$ cat src/rtl/frame_rate_jitter_monitor_assert.svh
// Assertion macros shared by the frame rate and jitter monitor RTL.
`ifndef FRAME_RATE_JITTER_MONITOR_ASSERT_SVH
`define FRAME_RATE_JITTER_MONITOR_ASSERT_SVH

// Checks that the consequent holds in the same cycle as the antecedent.
`define FRJM_ASSERT_NOW(label, clk, rst, ante, cons, msg) \
  label: assert property (@(posedge clk) disable iff (rst) (ante) |-> (cons)) else $error(msg);

// Checks that the consequent holds in the cycle after the antecedent.
`define FRJM_ASSERT_NEXT(label, clk, rst, ante, cons, msg) \
  label: assert property (@(posedge clk) disable iff (rst) (ante) |=> (cons)) else $error(msg);

`endif

$ cat src/rtl/frjm_pkg.sv
// Shared constants and types for the frame rate and jitter monitor.
`default_nettype none

package frjm_pkg;

  localparam int QUEUE_DEPTH_DEF = 10;
  localparam int TIME_BITS_DEF   = 48;

  localparam int CNT_W  = 16;
  localparam int TPS_W  = 32;
  localparam int LIM_W  = 16;
  localparam int RATE_W = 32;
  localparam int FRAC_W = 16;
  localparam int RIDX_W = 4;
  localparam int NUM_W  = CNT_W + TPS_W + FRAC_W;

  localparam logic [TPS_W-1:0] TPS_RESET    = TPS_W'(10000000);
  localparam longint unsigned  WINDOW_RESET = 64'd5000000;
  localparam logic [LIM_W-1:0] LIMIT_RESET  = LIM_W'(1966);
  localparam longint unsigned  EXPIRY_RESET = 64'd30000000;

  localparam logic [1:0] REG_TPS    = 2'd0;
  localparam logic [1:0] REG_WINDOW = 2'd1;
  localparam logic [1:0] REG_LIMIT  = 2'd2;
  localparam logic [1:0] REG_EXPIRY = 2'd3;

  localparam logic ACT_FRAME = 1'b0;
  localparam logic ACT_READ  = 1'b1;

  typedef struct packed {
    logic busy;
    logic done;
  } frjm_unit_stat_t;

endpackage

`default_nettype wire

$ cat src/rtl/frjm_mul.sv
// Bit-serial shift-and-add multiplier, one multiplier bit per cycle.
`default_nettype none

module frjm_mul #(
  parameter int A_W = 32,
  parameter int B_W = frjm_pkg::CNT_W
) (
  input  wire logic                   clk,
  input  wire logic                   rst,
  input  wire logic                   start,
  input  wire logic [A_W-1:0]         a,
  input  wire logic [B_W-1:0]         b,
  output logic      [A_W+B_W-1:0]     product,
  output frjm_pkg::frjm_unit_stat_t   stat
);

  localparam int P_W   = A_W + B_W;
  localparam int CNT_W = $clog2(B_W + 1);

  logic [A_W-1:0]   a_reg;
  logic [B_W-1:0]   b_sr;
  logic [P_W-1:0]   acc;
  logic [CNT_W-1:0] cnt;
  logic             busy;
  logic             done;
  logic [P_W-1:0]   addend;

  // Multiplier bits are consumed most significant first.
  assign addend = b_sr[B_W-1] ? P_W'(a_reg) : '0;

  always_ff @(posedge clk) begin
    if (rst) begin
      busy <= 1'b0;
      done <= 1'b0;
      cnt  <= '0;
    end else begin
      done <= 1'b0;
      if (start) begin
        busy <= 1'b1;
        cnt  <= CNT_W'(B_W);
      end else if (busy) begin
        cnt <= cnt - CNT_W'(1);
        if (cnt == CNT_W'(1)) begin
          busy <= 1'b0;
          done <= 1'b1;
        end
      end
    end
  end

  always_ff @(posedge clk) begin
    if (start) begin
      a_reg <= a;
      b_sr  <= b;
      acc   <= '0;
    end else if (busy) begin
      acc  <= {acc[P_W-2:0], 1'b0} + addend;
      b_sr <= {b_sr[B_W-2:0], 1'b0};
    end
  end

  assign product   = acc;
  assign stat.busy = busy;
  assign stat.done = done;

endmodule

`default_nettype wire

$ cat config.mk
export PLATFORM = sky130hd
export DESIGN_NAME = frjm_mul
export DESIGN_NICKNAME = d
export VERILOG_FILES = /design/src/rtl/frame_rate_jitter_monitor_assert.svh /design/src/rtl/frjm_pkg.sv /design/src/rtl/frjm_mul.sv
export SDC_FILE = /design/constraint.sdc
export NUM_CORES = 1
export LEC_CHECK = 0
export BUFFER_PORTS_ARGS = -buffer_cell sky130_fd_sc_hd__buf_2
export CAP_MARGIN = 5
export CORE_ASPECT_RATIO = 2
export CORE_UTILIZATION = 30
export CTS_CLUSTER_SIZE = 10
export DETAILED_ROUTE_END_ITERATION = 12
export PLACE_DENSITY = 0.46
export SLEW_MARGIN = 20
export SYNTH_ARGS = -nofsm -noshare
export SYNTH_HDL_FRONTEND = slang
export SYNTH_SLANG_ARGS = --single-unit
$ cat constraint.sdc
create_clock -name clk -period 3.5 [get_ports clk]
set_clock_uncertainty 0.05 [all_clocks]
set_input_delay 0.525 -clock clk [delete_from_list [all_inputs] [get_ports clk]]
set_output_delay 0.525 -clock clk [all_outputs]
set_load 0.01 [all_outputs]
==> impl_metrics.yaml <==
logic_synthesis:
  synth_common_cells: "dfxtp_1, nand2_1, nor2_1, edfxtp_1, a21oi_1"
  synth.distinct_cells: 77
  yosysSeqAreaShare: 0.4205
  synth_nets: 707
  yosysMostFrequentCell: "dfxtp_1"
  avgSynthCellArea_um2: 9.720
  synth.top_cell.area_share: 0.2384
  ys.flop_type: "dfxtp_1"
  async_flop_share: 0
  yosys_warnings: 0
  synth-edff-count: 48
  netlist_area_um2: 6046
  yosysTopAreaCell: "edfxtp_1"
  synth.area.top_cells: "edfxtp_1, dfxtp_1, ha_1"
  synthCells: 622
  ys_seq_elements: 103
drt:
  antenna_left: 0
  vias: 4995
  first_pass_iters: 4
  wl_per_cell_um: 16.96
  drt-initial-drc-count: 175
  drc: 0
  routed_via_density: 5.061
  wirelength_um: 16740
timing:
  rsz0062_at_grt: "no"
  tns_ns: 0
  slew-limit-headroom: 0.5831
  hold_viol_final: 0
  fmax_mhz: 301.7
  worst-slew-pin-transition_ns: 0.6246
  setup_violations: 0
  drv_slew: 0
  layout_setup_ws_ns: 0.1850
  min_period_over_period: 0.9471
  period_minus_slack_ns: 3.315
die:
  pin_count: 101
  fp.dieH_um: 202.8
  initial_core_util: 0.3050
  die-area_um2: 20760
  rows: 73
  die_w_um: 102.4
  core_area_um2: 19820
grt:
  grt_pass1_wl_um: 26080
  grt_util_all_layers: 0.1665
  overflow: 0
  grt_pass1_vias: 5205
  antenna_found_initial: 0
  grt_start_max_net_pins: 48
finish:
  antenna_cells: 0
  largest_register_ffs: 48
  syn_to_final_growth_pct: 19.33
  drive_gt1_frac: 0.2483
  fin_nets: 805
placement:
  post-place-ws_ns: 0.05786
  place_hpwl_um: 12950
  portBuffers: 100
  gp_congestion: 0.8718
job:
  cap_violations: 0
power:
  intPower_uw: 2177
  leakage_uw: 0.003084
  power_density_nw_per_um2: 425.3
  ir_worst_vdd_mv: 0.2705
  clockPowerShare: 0.334
  combPwrFrac: 0.202
  p_switching_uw: 890.8
  seq_power_share: 0.464
  p_sw_frac: 0.2903
setup_path:
  crit_type: "reg -> reg"
  r2r-end: "product[40]$_SDFFE_PP0P_"
  worstPathMaxFanout: 32
  r2r_slack_ns: 0.19
  r2r_cells: 12
  required_ns: 3.70
  startpoint_type: "flop"
  endpoint_kind: "flop"
  worstPathArrival_ns: 3.52
  reg2reg_from: "b_sr[15]$_DFFE_PP_"
clock_tree:
  cts_tree: "yes"
  ctsHoldBuffers: 0
  cts-root-buf: "clkbuf_16"
  clkTransAtPathRegs_ns: 0.08
  cts_htree_levels: 3
  clk_latency_ns: 0.36
  numCtsBuffers: 9
  clk_path_buf_depth: 2
  cts_num_sinks: 103
hold_path:
  hold-path-cell-count: 1
  hold_end: "a_reg[15]$_DFFE_PP_"
  hp-class: "in -> reg"
  hold_start: "a[15]"
status:
  status: "completed"
[worst max-delay path: stages, from the launching register on]
cell and delay [ns]:
edfxtp_1 0.42, buf_12 0.18, and2_1 0.14, ha_1 0.34
a21o_1 0.22, o21bai_2 0.22, o211a_1 0.27, o2111ai_2 0.27
a21oi_2 0.14, o31ai_4 0.45, buf_4 0.23, mux2i_1 0.19
nand2_1 0.07
[metal layers]
layer | routed length, um | track usage
met2 | 9589 | 0.3262
met5 | 0 | 0
met4 | 772 | 0.1066
met3 | 449 | 0.02203
met1 | 5932 | 0.1525
[metrics by stage]
step / util / hold slack, ns / power, uW / instances / cell area, um^2
finish: 0.3640 / 0.2834 / 3068 / 987 / 7214
global route: 0.3640 / 0.2723 / 3220 / 987 / 7214
CTS: 0.3614 / 0.2693 / 3117 / 982 / 7163
detailed placement: 0.3463 / 0.4268 / 2076 / 966 / 6864
global placement: 0.3463 / 0.4203 / 2071 / 966 / 6864
floorplan: - / 0.4181 / 1847 / 622 / 6046
[area by class of cell]
type | count | area (um^2)
Fill cell | 2051 | 12610
Multi-Input combinational cell | 465 | 3292
Sequential cell | 103 | 2544
Timing Repair Buffer | 122 | 680.7
Tap cell | 262 | 327.8
Clock buffer | 9 | 225.2
Clock inverter | 7 | 73.82
Inverter | 19 | 71.32
[placed cells by master, fill, tap and decap left out, types with 9 or more instances in the layout]
cell type / synthesis / layout
xnor2_1: 15 / 15
mux2_2: 15 / 15
ha_1: 33 / 33
o21ai_0: 24 / 24
inv_1: 19 / 19
nor3_1: 15 / 15
nor2_1: 51 / 51
buf_2: 6 / 99
dfxtp_1: 55 / 54
clkbuf_16: 0 / 9
edfxtp_1: 48 / 48
mux2i_1: 24 / 24
nand2_1: 51 / 51
and2_1: 33 / 33
a21oi_1: 39 / 39
buf_4: 2 / 22
a21o_1: 14 / 14
xor2_1: 12 / 12
[how the worst max path moves through the flow]
stage	start	end	slack [ns]	cells past startpoint
after detailed placement	b_sr[15]$_DFFE_PP_	product[43]$_SDFFE_PP0P_	0.06	14
final	b_sr[15]$_DFFE_PP_	product[40]$_SDFFE_PP0P_	0.19	12
after floorplan	b_sr[15]$_DFFE_PP_	product[47]$_SDFFE_PP0P_	0.52	12
after global placement	b_sr[15]$_DFFE_PP_	product[43]$_SDFFE_PP0P_	0.14	14
after CTS	b_sr[15]$_DFFE_PP_	product[43]$_SDFFE_PP0P_	0.02	14
after global routing	b_sr[15]$_DFFE_PP_	product[43]$_SDFFE_PP0P_	0.0003	14
[power by group through the flow]
stage	sequential (uW)	clock, uW	combinational [uW]
floorplan	1450	0	401
global placement	1460	0	616
detailed placement	1450	0	622
CTS	1430	1060	627
global route	1440	1100	684
finish	1420	1020	620
[timing repair]
item,4_1_cts,5_1_grt
resized for setup,0,3
setup buffers,0,5
endpoints found under the hold margin,0,0
setup endpoints to repair,0,13
[cell families (layout without fill, tap and decap cells)]
family / Yosys count / after routing / synth area share
xor gates and xnor gates: 27 / 27 / 0.03911
and+or+nand+nor: 213 / 213 / 0.1834
adders and majority gates: 34 / 34 / 0.07161
muxes: 39 / 39 / 0.06767
buffers and inverters: 54 / 157 / 0.03725
DFF: 103 / 103 / 0.4205
AOI/OAI and AO/OA: 152 / 152 / 0.1805
(Power assumes the default switching activity.)
