===== src/rtl/frame_rate_jitter_monitor_assert.svh =====
// Assertion macros shared by the frame rate and jitter monitor RTL.
`ifndef FRAME_RATE_JITTER_MONITOR_ASSERT_SVH
`define FRAME_RATE_JITTER_MONITOR_ASSERT_SVH

// Checks that the consequent holds in the same cycle as the antecedent.
`define FRJM_ASSERT_NOW(label, clk, rst, ante, cons, msg) \
  label: assert property (@(posedge clk) disable iff (rst) (ante) |-> (cons)) else $error(msg);

// Checks that the consequent holds in the cycle after the antecedent.
`define FRJM_ASSERT_NEXT(label, clk, rst, ante, cons, msg) \
  label: assert property (@(posedge clk) disable iff (rst) (ante) |=> (cons)) else $error(msg);

`endif


===== src/rtl/frjm_pkg.sv =====
// Shared constants and types for the frame rate and jitter monitor.
`default_nettype none

package frjm_pkg;

  localparam int QUEUE_DEPTH_DEF = 10;
  localparam int TIME_BITS_DEF   = 48;

  localparam int CNT_W  = 16;
  localparam int TPS_W  = 32;
  localparam int LIM_W  = 16;
  localparam int RATE_W = 32;
  localparam int FRAC_W = 16;
  localparam int RIDX_W = 4;
  localparam int NUM_W  = CNT_W + TPS_W + FRAC_W;

  localparam logic [TPS_W-1:0] TPS_RESET    = TPS_W'(10000000);
  localparam longint unsigned  WINDOW_RESET = 64'd5000000;
  localparam logic [LIM_W-1:0] LIMIT_RESET  = LIM_W'(1966);
  localparam longint unsigned  EXPIRY_RESET = 64'd30000000;

  localparam logic [1:0] REG_TPS    = 2'd0;
  localparam logic [1:0] REG_WINDOW = 2'd1;
  localparam logic [1:0] REG_LIMIT  = 2'd2;
  localparam logic [1:0] REG_EXPIRY = 2'd3;

  localparam logic ACT_FRAME = 1'b0;
  localparam logic ACT_READ  = 1'b1;

  typedef struct packed {
    logic busy;
    logic done;
  } frjm_unit_stat_t;

endpackage

`default_nettype wire


===== src/rtl/frjm_div.sv =====
// Radix-2 restoring divider with a saturating quotient, one bit per cycle.
`default_nettype none

module frjm_div #(
  parameter int NUM_W = frjm_pkg::NUM_W,
  parameter int DEN_W = frjm_pkg::TIME_BITS_DEF,
  parameter int Q_W   = frjm_pkg::RATE_W
) (
  input  wire logic                   clk,
  input  wire logic                   rst,
  input  wire logic                   start,
  input  wire logic [NUM_W-1:0]       num,
  input  wire logic [DEN_W-1:0]       den,
  output logic      [Q_W-1:0]         quotient,
  output frjm_pkg::frjm_unit_stat_t   stat
);

  localparam int CNT_W = $clog2(NUM_W + 1);

  logic [NUM_W-1:0] num_sr;
  logic [DEN_W-1:0] den_reg;
  logic [DEN_W-1:0] rem;
  logic [Q_W-1:0]   q;
  logic             ovf;
  logic [CNT_W-1:0] cnt;
  logic             busy;
  logic             done;
  logic [DEN_W:0]   trial;
  logic             fits;
  logic [DEN_W:0]   trial_sub;

  assign trial     = {rem, num_sr[NUM_W-1]};
  assign fits      = trial >= {1'b0, den_reg};
  assign trial_sub = trial - {1'b0, den_reg};

  always_ff @(posedge clk) begin
    if (rst) begin
      busy <= 1'b0;
      done <= 1'b0;
      cnt  <= '0;
    end else begin
      done <= 1'b0;
      if (start) begin
        busy <= 1'b1;
        cnt  <= CNT_W'(NUM_W);
      end else if (busy) begin
        cnt <= cnt - CNT_W'(1);
        if (cnt == CNT_W'(1)) begin
          busy <= 1'b0;
          done <= 1'b1;
        end
      end
    end
  end

  // Any quotient bit pushed out of the top marks the result as saturated.
  always_ff @(posedge clk) begin
    if (start) begin
      num_sr  <= num;
      den_reg <= den;
      rem     <= '0;
      q       <= '0;
      ovf     <= 1'b0;
    end else if (busy) begin
      num_sr <= {num_sr[NUM_W-2:0], 1'b0};
      rem    <= fits ? trial_sub[DEN_W-1:0] : trial[DEN_W-1:0];
      q      <= {q[Q_W-2:0], fits};
      ovf    <= ovf | q[Q_W-1];
    end
  end

  assign quotient  = ovf ? '1 : q;
  assign stat.busy = busy;
  assign stat.done = done;

endmodule

`default_nettype wire


===== config.mk =====
export PLATFORM = sky130hd
export DESIGN_NAME = frjm_div
export DESIGN_NICKNAME = d
export VERILOG_FILES = /design/src/rtl/frame_rate_jitter_monitor_assert.svh /design/src/rtl/frjm_pkg.sv /design/src/rtl/frjm_div.sv
export SDC_FILE = /design/constraint.sdc
export NUM_CORES = 1
export LEC_CHECK = 0
export ABC_AREA = 1
export CELL_PAD_IN_SITES_DETAIL_PLACEMENT = 1
export CELL_PAD_IN_SITES_GLOBAL_PLACEMENT = 1
export CORE_ASPECT_RATIO = 0.6
export CORE_MARGIN = 1.5
export CORE_UTILIZATION = 40
export DETAILED_ROUTE_END_ITERATION = 8
export DONT_BUFFER_PORTS = 1
export PLACE_DENSITY_LB_ADDON = 0.1
export SYNTH_ARGS = -nofsm -noshare
export SYNTH_HDL_FRONTEND = slang
export SYNTH_SLANG_ARGS = --single-unit

===== constraint.sdc =====
create_clock -name clk -period 3.8 [get_ports clk]
set_clock_uncertainty 0.15 [all_clocks]
set_input_delay 1.14 -clock clk [delete_from_list [all_inputs] [get_ports clk]]
set_output_delay 1.14 -clock clk [all_outputs]
set_load 0.005 [all_outputs]

==> results.yml, run 1 <==
outcome:
  status: "complete, no violations"
clock_tree:
  clockRootBuffer: "clkbuf_16"
  cts_buffer_depth: 3
  cts_max_level: 1
  cts_resized: 0
  hold_buffers: 0
  cts.sink_count: 202
  cts_made_buffers: 22
  cts_tree: "yes"
  clkLatencyLatePin_ps: 530
  post_cts_buffers: 0
  clk_pin_slew_ps: 70
setup_path:
  worstSetupStartpointType: "register"
  cp_max_fo: 42
  r2r-start: "den_reg[43]"
  crit_arrival_ps: 3500
  r2r_cells: 15
  critPathMaxStageDelay_ps: 390
  path_delay_family: "simple AND/OR/NAND/NOR gates"
  worst-setup-path-type: "reg2reg"
  critPathCaptureType: "register"
  r2r_slack_ps: 600
  worstPathRequired_ps: 4100
  worstPathCellList: "inv_1 -> ha_1 -> nand2_1 -> inv_2 -> nand2_1 -> nand2_1 -> inv_1 -> nor2_1 -> nor2_1 -> nand3_1 -> nor2_4 -> nand2_4 -> inv_2 -> nand3_1 -> a21oi_1"
  cp_num_buf_inv: 4
  cp_slowest_cell: "inv_2"
  worst-path-stages: 15
  worstReg2RegEnd: "rem[17]"
  crit_top_cell: "nand2_1"
  crit_start: "den_reg[43]"
floorplan:
  die_h_um: 139
  core_um2: 30000
  die_w_um: 229
  ios: 149
  die_area_um2: 31700
  initial_utilization_pct: 40.8
  rows: 49
logic_synthesis:
  yosysTopAreaCell: "edfxtp_1"
  yosys_warnings: 0
  synth.area.top_cells: "edfxtp_1, nand2_1, dfxtp_1, inv_1, ha_1"
  synth_cell_types: 44
  seq_area_frac_synth_pct: 42.2
  synth_nets: 1953
  syn_inst: 1787
  netlist.area_leader.share_pct: 27.5
  syn-cell-area_um2: 12200
  ys_seq_elements: 202
  avgSynthCellArea_um2: 6.85
place:
  dp_hpwl_um: 30500
  io_buffers: 0
  pre_cts_slack_ps: 746
  gp_congestion: 0.915
  dp_cells: 2156
finish:
  final_core_util_pct: 44.4
  fillers: 3909
  multi_input_area_um2: 5590
  diodes: 0
  nets: 1938
  drive_gt1_share_pct: 4.08
  layout.cells.non_filler: 2196
  largest_register_ffs: 64
  area_growth_pct: 8.78
  ff_latch_area_um2: 5170
global_routing:
  grt_pass1_wl_um: 62300
  grt_use_total_pct: 25.0
  grt_max_degree: 135
  gr-total-overflow: 0
  antenna_found_initial: 3
  grt_pass1_vias: 10900
timing:
  max_freq_mhz: 313
  fin_hold_ws_ps: 318
  tns_ps: 0
  worst_slack_ps: 601
  min_period_ps: 3200
  final.period_utilization_pct: 84.2
  worstMarginPinSlew_ps: 1010
  slew-limit-headroom_pct: 32.4
  rsz0062_at_grt: "no"
  setup_violations: 0
  drv_slew: 0
  hold_violations: 0
min_path:
  holdPathEnd: "rem[36]"
  hold_path_class: "reg2reg"
  min_path_cells: 2
  hold_path.startpoint: "rem[36]"
job:
  maxCapViolations: 0
routing:
  vias: 11000
  drt_iter0_drc: 775
  via_per_inst: 4.99
  wire_per_inst_um: 18.0
  drt-total-wl_um: 39500
  first_pass_iters: 5
  ant_nets: 0
  drc: 0
power:
  p_leak_uw: 0.00692
  peakVddDrop_mv: 0.320
  p_per_area_nw_per_um2: 384
==> tightest hold or removal path: stages (launching register included) <==
cell     delay, ps
dfxtp_1        320
nand2_1         70
nand2_1         40
==> cells in the mapped netlist <==
master	count
buf_8	2
nand3_2	1
clkbuf_1	35
a31oi_1	2
or2_2	1
nor3_1	7
nand3_4	1
dfxtp_1	90
or2_1	1
ha_1	50
o211ai_1	8
a211oi_1	1
a21oi_2	2
o21a_1	1
clkinv_1	2
nand4_1	12
edfxtp_1	112
a21boi_0	11
inv_1	321
nor2_4	2
buf_4	4
o21ai_0	28
buf_1	3
nor2_2	2
nor2_1	133
nand3b_1	2
fa_1	1
nand3_1	87
o22ai_1	32
nand2_1	723
nor4_1	7
o22ai_2	1
xnor2_1	4
a21oi_1	63
buf_2	2
nor3_4	1
xor2_1	7
o21bai_1	7
nor3b_1	1
a21o_1	1
inv_2	12
nand2_2	1
nand2_4	1
buf_6	2
==> per-layer routing <==
layer | up-vias | wire length (um) | track usage (%)
li1 | 5513 | - | -
met1 | 5177 | 21700 | 41.0
met2 | 225 | 15300 | 34.4
met3 | 35 | 2040 | 3.43
met4 | 2 | 502 | 4.05
met5 | - | 17 | 0
==> cells by family after synthesis <==
kind of cell | after synthesis | synth area share, %
AOI/OAI and AO/OA | 157 | 7.48
buffers and inverters | 383 | 12.2
DFF | 202 | 42.2
xor gates and xnor gates | 11 | 0.786
adders and majority gates | 51 | 5.27
and+or+nand+nor | 983 | 32.1
==> stage by stage <==
step	cell area, um2	total power, uW
after global routing	13300	5320
after global placement	12600	2990
final	13300	5120
after floorplan	12300	2870
after CTS	13300	5180
after detailed placement	12600	3000
==> how the worst max path moves through the flow <==
stage,end
final,rem[17]
after global routing,rem[40]
after CTS,rem[17]
after detailed placement,rem[32]
after global placement,rem[43]
after floorplan,num_sr[0]
==> layout by cell type (no fill, tap or decap), types with 2 or more instances in the layout <==
master     Yosys  final
a21boi_0      11     11
a21oi_1       63     63
a21oi_2        2      2
a31oi_1        2      2
buf_12         0      2
buf_4          4      7
clkbuf_16      0     23
clkinv_1       2      5
clkinv_2       0      6
dfxtp_1       90     89
edfxtp_1     112    112
ha_1          50     50
inv_1        321    319
inv_2         12     13
inv_4          0      2
nand2_1      723    723
nand3_1       87     87
nand3b_1       2      2
nand4_1       12     12
nor2_1       133    133
nor2_2         2      2
nor2_4         2      2
nor3_1         7      7
nor4_1         7      7
o211ai_1       8      8
o21ai_0       28     28
o21bai_1       7      7
o22ai_1       32     32
xnor2_1        4      4
xor2_1         7      7
==> power breakdown <==
part | leakage (uW) | internal (uW) | total [uW] | switching, uW
Sequential | 0.00185 | 2450 | 2490 | 44.5
Combinational | 0.00471 | 134 | 463 | 330
Clock | 0.000354 | 1200 | 2160 | 958
Total | 0.00692 | 3780 | 5120 | 1330
==> area by class of cell <==
cell class,count,area share (%)
Inverter,335,9.45
Timing Repair Buffer,9,0.695
Multi-Input combinational cell,1202,42.0
Tap cell,408,3.83
Clock buffer,25,4.45
Sequential cell,202,38.8
Clock inverter,15,0.845
(Power assumes the default switching activity.)
==> run 2, diff against run 1 <==
ABC_AREA = 0   (was 1)
clock period = 2.9 ns   (was 3.8 ns; I/O delays follow)
==> run 2 against run 1 <==
Effect of this change:
- the flow now finishes with violations (negative setup slack)
- final cell count shrank 29%
- final area grew 1.8%
- synthesized cell count shrank 43%
- largest cell class unchanged
- largest power group unchanged
==> results.yml, run 2 <==
timing:
  slew-limit-headroom_pct: 54.7
  worst_slack_ps: -130
  hold_violations: 0
  min_period_ps: 3030
  final.period_utilization_pct: 104
  tns_ps: -3410
  drv_slew: 0
  worstMarginPinSlew_ps: 680
  rsz0062_at_grt: "yes"
  setup_violations: 46
  max_freq_mhz: 330
global_routing:
  grt_pass1_wl_um: 45900
  grt_use_total_pct: 20.7
  gr-total-overflow: 0
  antenna_found_initial: 4
  grt_pass1_vias: 8025
  grt_max_degree: 186
finish:
  largest_register_ffs: 64
  layout_commonest_cell: "buf_4"
  fillers: 2854
  final_core_util_pct: 51.5
  area_growth_pct: 26.6
  layout.cells.non_filler: 1557
  layout_common_cells: "buf_4, edfxtp_1, nor2_1"
  nets: 1346
  drive_gt1_share_pct: 32.6
setup_path:
  critPathMaxStageDelay_ps: 450
  worstReg2RegEnd: "rem[6]"
  r2r_cells: 12
  r2r-start: "den_reg[20]"
  worstPathCellList: "inv_1 -> ha_1 -> a21oi_1 -> o21ai_0 -> a21oi_1 -> o21ai_0 -> a21oi_2 -> a21oi_2 -> or3_4 -> buf_12 -> mux2i_1 -> a211oi_1"
  crit_arrival_ps: 3300
  cp_slowest_cell: "or3_4"
  worstSetupStartpointType: "register"
  worstPathRequired_ps: 3170
  cp_max_fo: 14
  worst-setup-path-type: "reg2reg"
  critPathCaptureType: "register"
  r2r_slack_ps: -130
clock_tree:
  hold_buffers: 0
  clockRootBuffer: "clkbuf_16"
  cts.sink_count: 202
  cts_tree: "yes"
  clk_pin_slew_ps: 70
  cts_max_level: 1
  cts_buffer_depth: 3
  cts_made_buffers: 22
  clkLatencyLatePin_ps: 520
logic_synthesis:
  netlist.area_leader.share_pct: 31.4
  synth_xor_area_share_pct: 3.68
  syn-cell-area_um2: 10700
  synth-edff-count: 112
  yosysMostFrequentCell: "nor2_1"
  synth.area.top_cells: "edfxtp_1, dfxtp_1, mux2_2, mux2i_1, ha_1"
  synthSimpleGateAreaFrac_pct: 11.4
  synth_commonest_cells: "nor2_1, edfxtp_1, dfxtp_1"
  yosysTopAreaCell: "edfxtp_1"
  ys_seq_elements: 202
  syn_inst: 1024
  synth_compound_area_share_pct: 13.8
  ys_async_sr_fraction_pct: 0
  synthMuxAreaShare_pct: 12.5
  synth_fa_ha_area_share_pct: 6.03
  seq_area_frac_synth_pct: 48.2
  avgSynthCellArea_um2: 10.5
  synth_nets: 1190
  synth_top_family_by_area: "compound AO/OA/AOI/OAI gates"
  yosys_warnings: 0
  ys.flop_type: "edfxtp_1"
  synth_cell_types: 61
place:
  dp_cells: 1502
  dp_hpwl_um: 20900
  pre_cts_slack_ps: -358
  gp_congestion: 0.847
  io_buffers: 0
floorplan:
  ios: 149
  die_h_um: 130
  die_area_um2: 27800
  die_w_um: 214
  rows: 46
  initial_utilization_pct: 40.6
  core_um2: 26400
routing:
  vias: 8104
  drt_iter0_drc: 456
  via_per_inst: 5.20
  drt-total-wl_um: 29700
  wire_per_inst_um: 19.1
  ant_nets: 0
  first_pass_iters: 5
  drc: 0
power:
  p_per_area_nw_per_um2: 589
  peakVddDrop_mv: 0.433
  total_power_uw: 8000
  p_leak_uw: 0.00562
min_path:
  holdPathEnd: "busy"
  hold_path_class: "in2reg"
  min_path_cells: 1
  hold_path.startpoint: "rst"
job:
  maxCapViolations: 0
outcome:
  violations: "negative setup slack"
  status: "finished with violations"
[run 2: cell types whose count changed after synthesis, sizes merged, moves of 63 or more]
| cell | delta |
|---|---|
| nand2 | -677 |
| inv | -269 |
| nand3 | -78 |
| mux2 | +63 |
| mux2i | +63 |
[run 2: stage by stage]
step	cell area (um2)	hold WS, ps
after floorplan	10800	294
after global placement	12300	337
after detailed placement	12300	344
after CTS	13200	244
after global routing	13600	249
final	13600	263
[run 2: cell type report]
type | instances | area (um2) | share of cell area (%)
Tap cell | 360 | 450 | 3.32
Multi-Input combinational cell | 708 | 5500 | 40.5
Inverter | 64 | 244 | 1.80
Timing Repair Buffer | 182 | 1470 | 10.8
Clock buffer | 32 | 672 | 4.95
Sequential cell | 202 | 5170 | 38.1
Antenna cell | 2 | 5.00 | 0.0369
Clock inverter | 7 | 65.1 | 0.479
[run 2: cells by family after synthesis]
group / count (synthesis)
AND/OR/NAND/NOR: 262
flip-flops: 202
adder cells (fa/ha/maj): 51
multiplexers: 126
XOR/XNOR: 45
buffers and inverters: 114
AO/OA/AOI/OAI: 224
[run 2: worst max-delay path by stage]
| stage | from | endpoint | slack, ps |
|---|---|---|---|
| floorplan | den_reg[2] | rem[1] | -100 |
| global placement | den_reg[27] | rem[45] | -340 |
| finish | den_reg[20] | rem[6] | -130 |
| global route | den_reg[2] | rem[25] | -270 |
| detailed placement | den_reg[24] | rem[8] | -360 |
| CTS | den_reg[2] | rem[7] | -230 |
[run 2: report_power, final]
group	leakage, uW	switching, uW	internal [uW]
clock	0.000363	1180	1700
combinational	0.00341	893	870
sequential	0.00185	95.5	3260
[run 2: metal layers]
metal | track usage [%] | up-vias | routed length, um
met3 | 4.31 | 24 | 1390
met2 | 28.6 | 132 | 11800
met5 | 0 | - | 19
met1 | 32.8 | 3932 | 16000
met4 | 3.44 | 2 | 394
li1 | - | 4014 | -
[run 2: worst max-delay path, delay by kind of cell, from the launching register on]
family          cells  cell delay (ps)
compound gates      7             1280
fa+ha+maj           1              340
buf+inv             2              250
flops               1              320
mux                 1              130
simple gates        1              450
[run 2: repair_timing]
item,in CTS,in global routing
gates cloned,2,2
hold endpoints to repair,0,0
pin swaps,19,18
endpoints found under the setup margin,49,49
gates resized for setup,30,64
setup buffers,5,5
